===== config.mk =====
export PLATFORM = sky130hd
export DESIGN_NAME = ehc_norm
export DESIGN_NICKNAME = d
export VERILOG_FILES = /design/src/hw/rtl/ehc_pkg.sv /design/src/hw/rtl/ehc_norm.sv
export SDC_FILE = /design/constraint.sdc
export NUM_CORES = 1
export LEC_CHECK = 0
export CORE_MARGIN = 3
export CORE_UTILIZATION = 45
export CTS_CLUSTER_SIZE = 28
export DETAILED_ROUTE_END_ITERATION = 16
export DONT_BUFFER_PORTS = 1
export HOLD_SLACK_MARGIN = 0.05
export PLACE_DENSITY = 0.6
export SYNTH_ARGS = -nofsm -noshare
export SYNTH_HDL_FRONTEND = slang
export SYNTH_SLANG_ARGS = --single-unit
export TNS_END_PERCENT = 10

===== constraint.sdc =====
create_clock -name i_clk -period 6.5 [get_ports i_clk]
set_clock_uncertainty 0.1 [all_clocks]
set_input_delay 0.325 -clock i_clk [delete_from_list [all_inputs] [get_ports i_clk]]
set_output_delay 0.325 -clock i_clk [all_outputs]
set_load 0.03 [all_outputs]

===== src/hw/rtl/ehc_pkg.sv =====
// Shared types, constants and colour stops for the error heat-map colouriser.
package ehc_pkg;

    localparam int PIXELS_DEF        = 65536;
    localparam int FRACTION_BITS_DEF = 10;
    localparam int SAMPLE_W          = 16;
    localparam int INDEX_W           = 16;
    localparam int CHAN_W            = 8;

    typedef enum logic {
        ACT_LOAD = 1'b0,
        ACT_READ = 1'b1
    } t_action;

    typedef struct packed {
        t_action               action;
        logic [INDEX_W-1:0]    pixel_index;
        logic [SAMPLE_W-1:0]   error_value;
        logic                  first_sample;
    } t_in_beat;

    typedef struct packed {
        logic [CHAN_W-1:0] red;
        logic [CHAN_W-1:0] green;
        logic [CHAN_W-1:0] blue;
    } t_out_beat;

    typedef enum logic [1:0] {
        ST_IDLE,
        ST_FETCH,
        ST_DIV,
        ST_OUT
    } t_state;

    typedef struct packed {
        logic busy;
        logic done;
    } t_norm_sts;

    // colour stop, bit 2 red, bit 1 green, bit 0 blue
    typedef logic [2:0] t_rgb;

    localparam t_rgb STOP_RGB [0:4] = '{
        3'b001,     // blue
        3'b011,     // cyan
        3'b010,     // green
        3'b110,     // yellow
        3'b100      // red
    };

endpackage


===== src/hw/rtl/ehc_norm.sv =====
// Normaliser: t = (e - min) / range, restoring division one quotient bit per cycle.
module ehc_norm #(
    parameter int FRACTION_BITS = ehc_pkg::FRACTION_BITS_DEF
) (
    input  logic                          i_clk,
    input  logic                          i_rst_n,
    input  logic                          i_start,
    input  logic [ehc_pkg::SAMPLE_W-1:0]  i_sample,
    input  logic [ehc_pkg::SAMPLE_W-1:0]  i_min,
    input  logic [ehc_pkg::SAMPLE_W-1:0]  i_max,
    output ehc_pkg::t_norm_sts            o_sts,
    output logic [FRACTION_BITS:0]        o_t
);

    localparam int SW    = ehc_pkg::SAMPLE_W;
    localparam int CNT_W = $clog2(FRACTION_BITS + 1);

    logic [SW-1:0]            range_w;
    logic [SW-1:0]            diff;
    logic                     below;
    logic                     sat;
    logic [SW:0]              rem2;
    logic                     ge;
    logic [SW-1:0]            rem_next;

    logic                     r_busy;
    logic                     r_done;
    logic                     r_full;
    logic [SW-1:0]            r_rem;
    logic [SW-1:0]            r_div;
    logic [FRACTION_BITS-1:0] r_quo;
    logic [CNT_W-1:0]         r_cnt;

    always_comb begin
        range_w  = (i_max > i_min) ? (i_max - i_min) : SW'(1);
        below    = i_sample < i_min;
        diff     = i_sample - i_min;
        sat      = diff >= range_w;
        // remainder stays below the divisor, so doubling fits one extra bit
        rem2     = {r_rem, 1'b0};
        ge       = rem2 >= {1'b0, r_div};
        rem_next = ge ? SW'(rem2 - {1'b0, r_div}) : rem2[SW-1:0];
    end

    always_ff @(posedge i_clk) begin
        if (!i_rst_n) begin
            r_busy <= 1'b0;
            r_done <= 1'b0;
        end else if (i_start) begin
            r_busy <= !(below || sat);
            r_done <= below || sat;
        end else if (r_busy && r_cnt == CNT_W'(1)) begin
            r_busy <= 1'b0;
            r_done <= 1'b1;
        end
    end

    always_ff @(posedge i_clk) begin
        if (i_start) begin
            r_rem  <= diff;
            r_div  <= range_w;
            r_quo  <= '0;
            r_full <= sat && !below;
            r_cnt  <= CNT_W'(FRACTION_BITS);
        end else if (r_busy) begin
            r_rem  <= rem_next;
            r_quo  <= {r_quo[FRACTION_BITS-2:0], ge};
            r_cnt  <= r_cnt - CNT_W'(1);
        end
    end

    assign o_sts.busy = r_busy;
    assign o_sts.done = r_done;
    assign o_t = r_full ? (FRACTION_BITS+1)'(1) << FRACTION_BITS : {1'b0, r_quo};

endmodule


==> results of run 1 <==
metal layers:
| metal | vias to the layer above | wire length [µm] | share of wire (%) |
|---|---|---|---|
| met5 | - | 0 | 0 |
| met4 | 0 | 211 | 1.9 |
| met3 | 15 | 323 | 3.0 |
| met2 | 76 | 4731 | 43 |
| met1 | 1749 | 5645 | 52 |
| li1 | 2013 | - | - |
sequential cells by signal (all words and copies together), names as in the netlist:
signal  count
r_cnt       4
r_quo      10
r_rem      16
r_done      1
r_full      1
r_div      16
r_busy      1
layout make-up:
class	instances	area share, %
Clock inverter	3	0.4837
Timing Repair Buffer	2	0.5804
Sequential cell	49	25.34
Clock buffer	5	1.330
Inverter	52	3.773
Multi-Input combinational cell	447	65.20
Tap cell	136	3.289
cells in the mapped netlist (3+ instances only):
cell type   n  area [µm²]
o211ai_1    5       37.54
or3_1       3       18.77
nand2b_1    8       50.05
nor3_1      4       20.02
buf_4       4       30.03
mux2i_1    23       230.2
dfxtp_1    16       320.3
o21ai_1     8       40.04
inv_1      51       191.4
o21a_1     11       82.58
and3_1      5       31.28
nand2_1    36       135.1
nand3_1     8       40.04
and2_1     13       81.33
nand4_1     7       43.79
a21oi_1    49       245.2
o21bai_1    6       45.04
a211o_1     3       26.28
edfxtp_1   33       991.0
xnor2_1    30       262.8
o22ai_1     3       18.77
ha_1       66       825.8
clkbuf_1    7       26.28
nor2b_1    20       125.1
fa_1        3       60.06
o21ai_0    15       75.07
a31oi_1     5       31.28
xor2_1      9       78.83
a211oi_1    3       22.52
a21o_1     16       120.1
nor2_1     43       161.4
cells by family (layout without fill, tap and decap cells):
group                    Yosys count  in the layout
buffers and inverters             68             62
AO/OA/AOI/OAI                    153            153
XOR/XNOR                          39             39
AND/OR/NAND/NOR                  160            160
flip-flops                        49             49
adder cells (fa/ha/maj)           69             69
multiplexers                      26             26
power by group:
part,switching [mW],internal [mW]
clock network,0.109,0.0778
logic,0.393,0.311
registers,0.0320,0.394
worst max-delay path by stage:
stage	cells past startpoint	end	slack, ns
finish	19	r_done$_SDFFE_PN0P_	2.11
global route	19	r_done$_SDFFE_PN0P_	1.85
CTS	19	r_done$_SDFFE_PN0P_	2.19
detailed placement	19	r_done$_SDFFE_PN0P_	1.84
global placement	19	r_done$_SDFFE_PN0P_	2.03
floorplan	21	r_done$_SDFFE_PN0P_	2.31
cells in the final DEF, fill, tap and decap left out, drive strengths merged, types with 6 or more instances in the layout:
cell type / instances
a21o: 16
a21oi: 50
a31oi: 6
and2: 13
dfxtp: 16
edfxtp: 33
ha: 66
inv: 52
mux2i: 23
nand2: 36
nand2b: 8
nand3: 8
nand4: 7
nor2: 44
nor2b: 20
o21a: 11
o21ai: 24
o21bai: 6
xnor2: 30
xor2: 9
repair_timing:
item | CTS | global route
hold buffers | 2 | 0
setup buffers | 0 | 0
hold endpoints to repair | 31 | 0
critical path, delay by kind of cell:
family                   cells  cell delay (ns)
AND/OR/NAND/NOR              4             0.92
buffers and inverters        2             0.09
adder cells (fa/ha/maj)      3             0.83
AO/OA/AOI/OAI               10             2.31
metrics by stage:
| step | instance area [µm²] | total power [mW] | util, % |
|---|---|---|---|
| 5_1_grt | 5174 | 1.437 | 49.02 |
| 6_report | 5174 | 1.316 | 49.02 |
| 3_3_place_gp | 5050 | 1.108 | 47.84 |
| 3_5_place_dp | 5050 | 1.126 | 47.84 |
| 2_1_floorplan | 4982 | 1.007 | - |
| 4_1_cts | 5174 | 1.323 | 49.02 |
==> results.cfg, run 1 <==
[route]
drtIter0Drc = 169
ant_nets = 0
drt-total-wl_um = 10910
first_pass_iters = 4
wl_per_cell_um = 15.72
vias_per_cell = 5.552
via_count = 3853
drc_errors = 0

[yosys]
synth-xor-area-share_pct = 6.856
syn_inst = 564
synthAdderAreaFrac_pct = 17.78
syn_nets = 684
avgSynthCellArea_um2 = 8.834
synth_edf_count = 33
seq_area_frac_synth_pct = 26.32
synth.cell_area_mm2 = 0.004982
yosysWarnings = 0
synth_compound_area_share_pct = 21.15
ys.flop_type = edfxtp_1
synth-simple-area-share_pct = 16.62
yosys-mux-area-fraction_pct = 5.299
synthDistinctLibCells = 71
synth_top_family_by_area = compound AO/OA/AOI/OAI gates
ys_ff_latch = 49
synthArstFlopShare_pct = 0

[final_layout]
num-fill-cells = 1048
regArea_mm2 = 0.001311
drive_above_1_share_pct = 3.943
syn_to_final_growth_pct = 3.842
diodes = 0
stdcell_count = 694
nets = 677
multi_input_area_mm2 = 0.003373

[global_route]
grt_use_met1_pct = 26.00
grt_overflow_total = 0
grt_max_degree = 32
use_met3_pct = 2.729
grt_pass1_vias = 3880
grt_pass1_wl_um = 18760
use_met2_pct = 28.07
grt.total_usage_pct = 18.11
busiest_layer = met2
antenna_found_initial = 0

[placement]
dpl.cell_count = 684
place_ws_ns = 1.836
place_congestion = 0.8298
hpwl_um = 8891
portBuffers = 0

[worst_setup_path]
crit_path_start_kind = input port
crit_path_max_incr_delay_ns = 0.42
critPathMaxFanout = 31
worstReg2RegStart = r_rem[13]$_DFFE_PP_
worstSetupPathType = input port to flop
crit_chain = inv_1, ha_1, inv_1, fa_1, a211o_1, a21oi_1, a211oi_2, nor2_1, o211ai_1, o211a_1, nand2_1, ha_1, and3_1, a221o_1, a311oi_1, o21a_1, o31ai_1, or3b_1, o311a_1
startpoint = i_max[0]
reg2reg_depth = 7
crit_arrival_ns = 4.50
worstSetupEndpointType = flop
cp_slowest_cell = or3b_1
cp.required_ns = 6.62
r2r_end = r_rem[9]$_DFFE_PP_
ff2ff_setup_slack_ns = 3.41

[clocking]
htree_levels = 2
clock-sinks = 49
cts_resized = 0
numCtsBuffers = 5
clockBufferDepth = 2
clk_pin_slew_ns = 0.10
cts_root_buffer = clkbuf_8
cts_tree = done
clk_latency_ns = 0.31

[sta]
holdWs_ns = 0.08032
tightest_slew_ns = 1.098
timing.final.crit_period_ns = 4.386
tns_ns = 0
timing.fmax_mhz = 228.0
fin_ws_ns = 2.114
relSlewSlack_pct = 26.71
setup_viol = 0
grt_setup_unrepaired = no
hold_viol_final = 0
fin_crit_sh_pct = 67.47
drv_slew = 0

[power]
vdd_drop_max_uv = 91.87
p_leak_nw = 2.203
power_density_mw_per_mm2 = 254.4

[min_path]
hp-class = input port to flop
hold_path_end = r_done$_SDFFE_PN0P_
hold_depth = 1
worstHoldStart = i_start

[die]
ios = 64
rows = 37
die_area_mm2 = 0.01237
die_x_um = 111.2
initial_core_util_pct = 47.20
die_y_um = 111.2
core_area_mm2 = 0.01056

[outcome]
status = finished, final reports clean

[flow_run]
timing.max_cap.violations = 0
(Power assumes the default switching activity.)
==> run 2: changes to the inputs <==
ABC_AREA = 1   (was unset)
clock period = 4.55 ns   (was 6.5 ns; I/O delays follow)
==> run 2 against run 1 <==
  * Critical path depth fell by 1
  * Final area rose by 4.8%
  * Non-clock buffer count rose by 1
  * Synthesized area up 3.2%
  * Total power grew 52%
  * Wire length up 16%
  * Sequential share of layout area fell by 1.2 points
  * Synthesized cell count grew 32%
  * Die area is 3.0% higher
  * Critical path type unchanged
  * Critical endpoint is now r_busy$_SDFFE_PN0P_
==> results.cfg, run 2 <==
[yosys]
synth.area.top_cells = edfxtp_1 19%, ha_1 16%, nand2_1 14%
synth_top_cell_by_area = edfxtp_1
syn_inst = 746
ys_ff_latch = 49
ys.flop_type = edfxtp_1
avgSynthCellArea_um2 = 6.893
synth.cell_area_mm2 = 0.005142
synth_edf_count = 33
syn_nets = 866
synthArstFlopShare_pct = 0
yosysMostFrequentCell = nand2_1
synthDistinctLibCells = 42
yosys.area.top_type_share_pct = 19.27
yosysWarnings = 0
seq_area_frac_synth_pct = 25.50
synthTopCellsByCount = 186 x nand2_1, 123 x inv_1, 66 x ha_1, 65 x nor2_1, 57 x nand3_1

[route]
drc_errors = 0
via_count = 4665
ant_nets = 0
wl_per_cell_um = 14.23
first_pass_iters = 5
drtIter0Drc = 234
drt-total-wl_um = 12610
vias_per_cell = 5.265

[final_layout]
top_regs = r_div (16), r_rem (16), r_quo (10)
drive_above_1_share_pct = 3.887
diodes = 0
num-fill-cells = 1096
nets = 865
final_cell_mix = 186 x nand2_1, 123 x inv_1, 66 x ha_1, 65 x nor2_1, 57 x nand3_1
syn_to_final_growth_pct = 5.474
layout_commonest_cell = nand2_1
regArea_mm2 = 0.001311
fin_util_pct = 49.38
multi_input_area_mm2 = 0.003293

[die]
core_area_mm2 = 0.01098
die_area_mm2 = 0.01275
initial_core_util_pct = 46.82
die_x_um = 112.9
rows = 38
ios = 64
die_y_um = 112.9

[clocking]
clk_latency_ns = 0.29
clock-sinks = 49
numCtsBuffers = 5
clockBufferDepth = 2
htree_levels = 2
cts_resized = 0
clk_pin_slew_ns = 0.07
cts_setup_buffers = 0
cts_tree = done
cts_root_buffer = clkbuf_16

[global_route]
grt_pass1_wl_um = 21600
grt.total_usage_pct = 20.47
grt_pass1_vias = 4672
antenna_found_initial = 0
grt_max_degree = 27
grt_overflow_total = 0

[power]
internal_power_mw = 1.150
vdd_drop_max_uv = 163.9
power_frac_seq_pct = 30.0
power_mw = 2.006
power_density_mw_per_mm2 = 369.8
p_clk_share_pct = 18.1
p_leak_nw = 2.759
p_comb_share_pct = 51.9
switching_power_mw = 0.8558
sw_frac_of_total_pct = 42.66

[placement]
hpwl_um = 10470
portBuffers = 0
place_congestion = 0.8643

[worst_setup_path]
cp.required_ns = 4.63
worstSetupPathType = input port to flop
crit_path_start_kind = input port
worstSetupEndpointType = flop
critPathMaxFanout = 4
crit_arrival_ns = 2.84

[flow_run]
timing.max_cap.violations = 0

[sta]
tns_ns = 0
drv_slew = 0
tightest_slew_ns = 1.027
relSlewSlack_pct = 31.34
timing.final.crit_period_ns = 2.763
hold_viol_final = 0
fin_crit_sh_pct = 60.72
grt_setup_unrepaired = no
setup_viol = 0
timing.fmax_mhz = 361.9

[min_path]
hp-class = input port to flop

[outcome]
status = finished, final reports clean
==> run 2: cell types whose count changed in the layout (fill, tap and decap cells not counted), sizes merged, moves of 11 or more <==
cell and delta:
nand3b +13, inv +73, nand2 +156, nand3 +57, a21o -11, xnor2 -21
mux2i -23, nor2 +24, nor2b -20
==> run 2: worst paths after layout <==
path,start,end,slack (ns),depth (start not counted)
max,i_min[1],r_busy$_SDFFE_PN0P_,1.79,18
min reg2reg,r_cnt[3]$_SDFFE_PP1P_,r_cnt[3]$_SDFFE_PP1P_,0.39,1
max reg2reg,r_rem[9]$_DFFE_PP_,r_rem[2]$_DFFE_PP_,1.86,9
min,i_start,r_rem[3]$_DFFE_PP_,0.06,2
==> run 2: cell type report <==
class,instances,share of cell area [%]
timing repair buffer,3,0.5536
multi-input combinational,560,60.72
clock inverter,1,0.1153
inverter,126,8.766
clock buffer,7,2.445
sequential,49,24.18
tap,140,3.230
==> run 2: power by group through the flow <==
stage / clock [mW] / combinational (mW) / sequential (mW)
detailed placement: 0 / 1.03 / 0.613
finish: 0.362 / 1.04 / 0.603
floorplan: 0 / 0.834 / 0.592
global route: 0.384 / 1.20 / 0.612
global placement: 0 / 1.01 / 0.610
CTS: 0.365 / 1.05 / 0.604
==> run 2: logic make-up (layout without fill, tap and decap cells) <==
logic type	count (synthesis)	after routing	share of synthesized area (%)
buf+inv	137	137	10.46
fa+ha+maj	69	69	17.23
xor+xnor	23	23	3.917
compound gates	102	102	10.95
flops	49	49	25.50
simple gates	366	366	31.95
==> run 2: layer usage <==
metal | routed length (µm) | GRT usage [%] | part of all wire (%)
met2 | 5930 | 34.44 | 47
met4 | 429 | 8.173 | 3.4
met5 | 0 | 0 | 0
met1 | 5809 | 27.03 | 46
met3 | 439 | 2.032 | 3.5
==> run 2: what timing repair did <==
item	4_1_cts	5_1_grt
setup endpoints to repair	0	0
hold buffers	3	0
endpoints found under the hold margin	26	0
==> run 2: stage by stage <==
step | instance area [µm²] | cells | worst slack, ns | hold WS, ns
detailed placement | 5255 | 875 | 1.482 | 0.2151
floorplan | 5142 | 746 | 1.888 | 0.2367
CTS | 5424 | 886 | 1.781 | 0.05268
global route | 5424 | 886 | 1.449 | 0.06795
global placement | 5255 | 875 | 1.571 | 0.2125
finish | 5424 | 886 | 1.787 | 0.05647
==> run 2: critical path, stage by stage <==
cell and delay (ns):
inv_1 0.15, ha_1 0.28, nand3_1 0.10, nand3_1 0.13, a21oi_1 0.33, o21ai_0 0.21, nand2_1 0.14, nand2_1 0.06
nand2_1 0.08, nand3_1 0.10, ha_1 0.31, nand2_1 0.09, nor4_1 0.30, nand2_1 0.11, nand4_1 0.08, nand2_1 0.07
nand2_1 0.06, nor2_1 0.03
==> run 3: changes to the inputs <==
clock period = 2.6 ns   (was 4.55 ns; I/O delays follow)
==> run 3 against run 2 <==
  * Utilization increased by 11 points
  * Global-route usage increased by 0.52 points
  * Register-to-register slack got worse by 1.6 ns
  * Clock-buffer cell count fell by 2
  * Clock power up 77%
  * Total power rose by 100%
  * First-iteration DRC count fell by 4.7%
  * Die area unchanged
  * Critical path depth stayed put
  * Critical endpoint unchanged
  * Largest power group unchanged
==> results.cfg, run 3 (synthesis gave the netlist of run 2 again) <==
[final_layout]
num-fill-cells = 984
drive_above_1_share_pct = 22.65
syn_to_final_growth_pct = 29.10
nets = 958
diodes = 0
layout_commonest_cell = nand2_1
stdcell_count = 979
top_regs = r_div (16), r_rem (16), r_quo (10)
final_cell_mix = 173 x nand2_1, 120 x inv_1, 90 x buf_4, 57 x nor2_1, 52 x nand3_1

[clocking]
numCtsBuffers = 5
htree_levels = 2
clockBufferDepth = 2
clk_latency_ns = 0.29
clock-sinks = 49
cts_tree = done
clk_pin_slew_ns = 0.07
cts_root_buffer = clkbuf_16

[sta]
hold_viol_final = 0
fin_crit_sh_pct = 96.65
grt_setup_unrepaired = yes
holdWs_ns = 0.06465
drv_slew = 0
timing.fmax_mhz = 397.9
timing.final.crit_period_ns = 2.513
tightest_slew_ns = 0.6320
setup_viol = 0
relSlewSlack_pct = 57.82

[worst_setup_path]
crit_arrival_ns = 2.65
critPathMaxFanout = 4
worstSetupPathType = input port to flop
worstSetupEndpointType = flop
cp.required_ns = 2.74
crit_path_start_kind = input port

[die]
core_area_mm2 = 0.01098
die_x_um = 112.9
rows = 38
die_y_um = 112.9
die_area_mm2 = 0.01275
ios = 64
initial_core_util_pct = 46.82

[global_route]
antenna_found_initial = 0
grt.total_usage_pct = 20.99
grt_overflow_total = 0
grt_max_degree = 38
grt_pass1_vias = 5018
grt_pass1_wl_um = 22200

[route]
drtIter0Drc = 223
drt-total-wl_um = 13790
drc_errors = 0
via_count = 5015
first_pass_iters = 4
ant_nets = 0
wl_per_cell_um = 14.09
vias_per_cell = 5.123

[outcome]
status = finished, final reports clean

[placement]
dpl.cell_count = 961
portBuffers = 0
hpwl_um = 11160
place_congestion = 0.9434

[min_path]
hp-class = input port to flop

[power]
p_leak_nw = 3.285
vdd_drop_max_uv = 299.7
power_mw = 4.063
power_density_mw_per_mm2 = 612.0

[flow_run]
timing.max_cap.violations = 0
[run 3: cell types whose count changed in the layout (fill, tap and decap cells not counted), moves of 4 or more]
cell / before / now
nor2_1: 65 / 57
nor2_4: 0 / 5
nand2_2: 4 / 12
o21ai_0: 20 / 16
ha_4: 0 / 15
a21oi_2: 0 / 11
a21oi_1: 53 / 41
buf_4: 0 / 90
ha_1: 66 / 51
nand2_1: 186 / 173
nand3_1: 57 / 52
[run 3: path summary, 6_finish.rpt]
kind / start / end / slack [ns] / cells after the start
setup / recovery: i_min[1] / r_busy$_SDFFE_PN0P_ / 0.09 / 18
hold / removal: i_start / r_div[12]$_DFFE_PP_ / 0.06 / 1
setup reg to reg: r_rem[1]$_DFFE_PP_ / r_rem[7]$_DFFE_PP_ / 0.25 / 12
hold reg to reg: r_cnt[3]$_SDFFE_PP1P_ / r_cnt[3]$_SDFFE_PP1P_ / 0.38 / 1
[run 3: timing repair]
| action | CTS | global route |
|---|---|---|
| buffers inserted | 0 | 5 |
| endpoints found under the setup margin | 1 | 6 |
| gates resized for setup | 1 | 96 |
| pin swaps | 0 | 32 |
| gates cloned | 0 | 2 |
| hold buffers | 3 | 0 |
| hold endpoints to repair | 37 | 0 |
[run 3: per-layer routing]
metal | track usage [%] | share of wire, % | vias to the layer above
met1 | 26.18 | 45 | 2257
met5 | 0 | 0 | -
met2 | 37.28 | 49 | 90
met4 | 8.333 | 3.1 | 0
met3 | 1.925 | 2.0 | 29
li1 | - | - | 2639
[run 3: final cells by class]
cell class	count	area (µm²)	area share, %
Multi-Input combinational cell	561	3769	56.77
Sequential cell	49	1311	19.75
Timing Repair Buffer	94	726.9	10.95
Inverter	126	499.2	7.520
Tap cell	140	175.2	2.639
Clock buffer	5	125.1	1.885
Clock inverter	3	21.27	0.3204
Timing Repair inverter	1	11.26	0.1696
[run 3: stage by stage]
step | setup TNS, ns | setup slack, ns | util, % | area [µm²]
2_1_floorplan | 0 | 0.03521 | - | 5142
3_3_place_gp | -0.4668 | -0.1670 | 53.73 | 5901
3_5_place_dp | -0.8687 | -0.3047 | 53.73 | 5901
4_1_cts | 0 | 0.02820 | 55.46 | 6091
5_1_grt | -0.2275 | -0.09112 | 60.45 | 6639
6_report | 0 | 0.08703 | 60.45 | 6639
[run 3: power breakdown]
part / internal (mW) / switching [mW] / total [mW]
Combinational: 1.00 / 1.36 / 2.37
Clock: 0.358 / 0.283 / 0.641
Sequential: 0.984 / 0.0717 / 1.06
Total: 2.34 / 1.72 / 4.06
[run 3: critical path, cell delays in order]
cell and delay (ns):
clkinvlp_4 0.14, ha_4 0.28, nand3_1 0.10, nand3_2 0.11, a21oi_4 0.22, nor2_1 0.07, nor2_1 0.14, xor2_1 0.27
nor2_4 0.06, inv_1 0.11, ha_4 0.23, a21oi_2 0.17, o21ai_1 0.09, a21oi_2 0.17, nand4_1 0.11, nand2_1 0.11
nand2_1 0.06, nor2_1 0.09
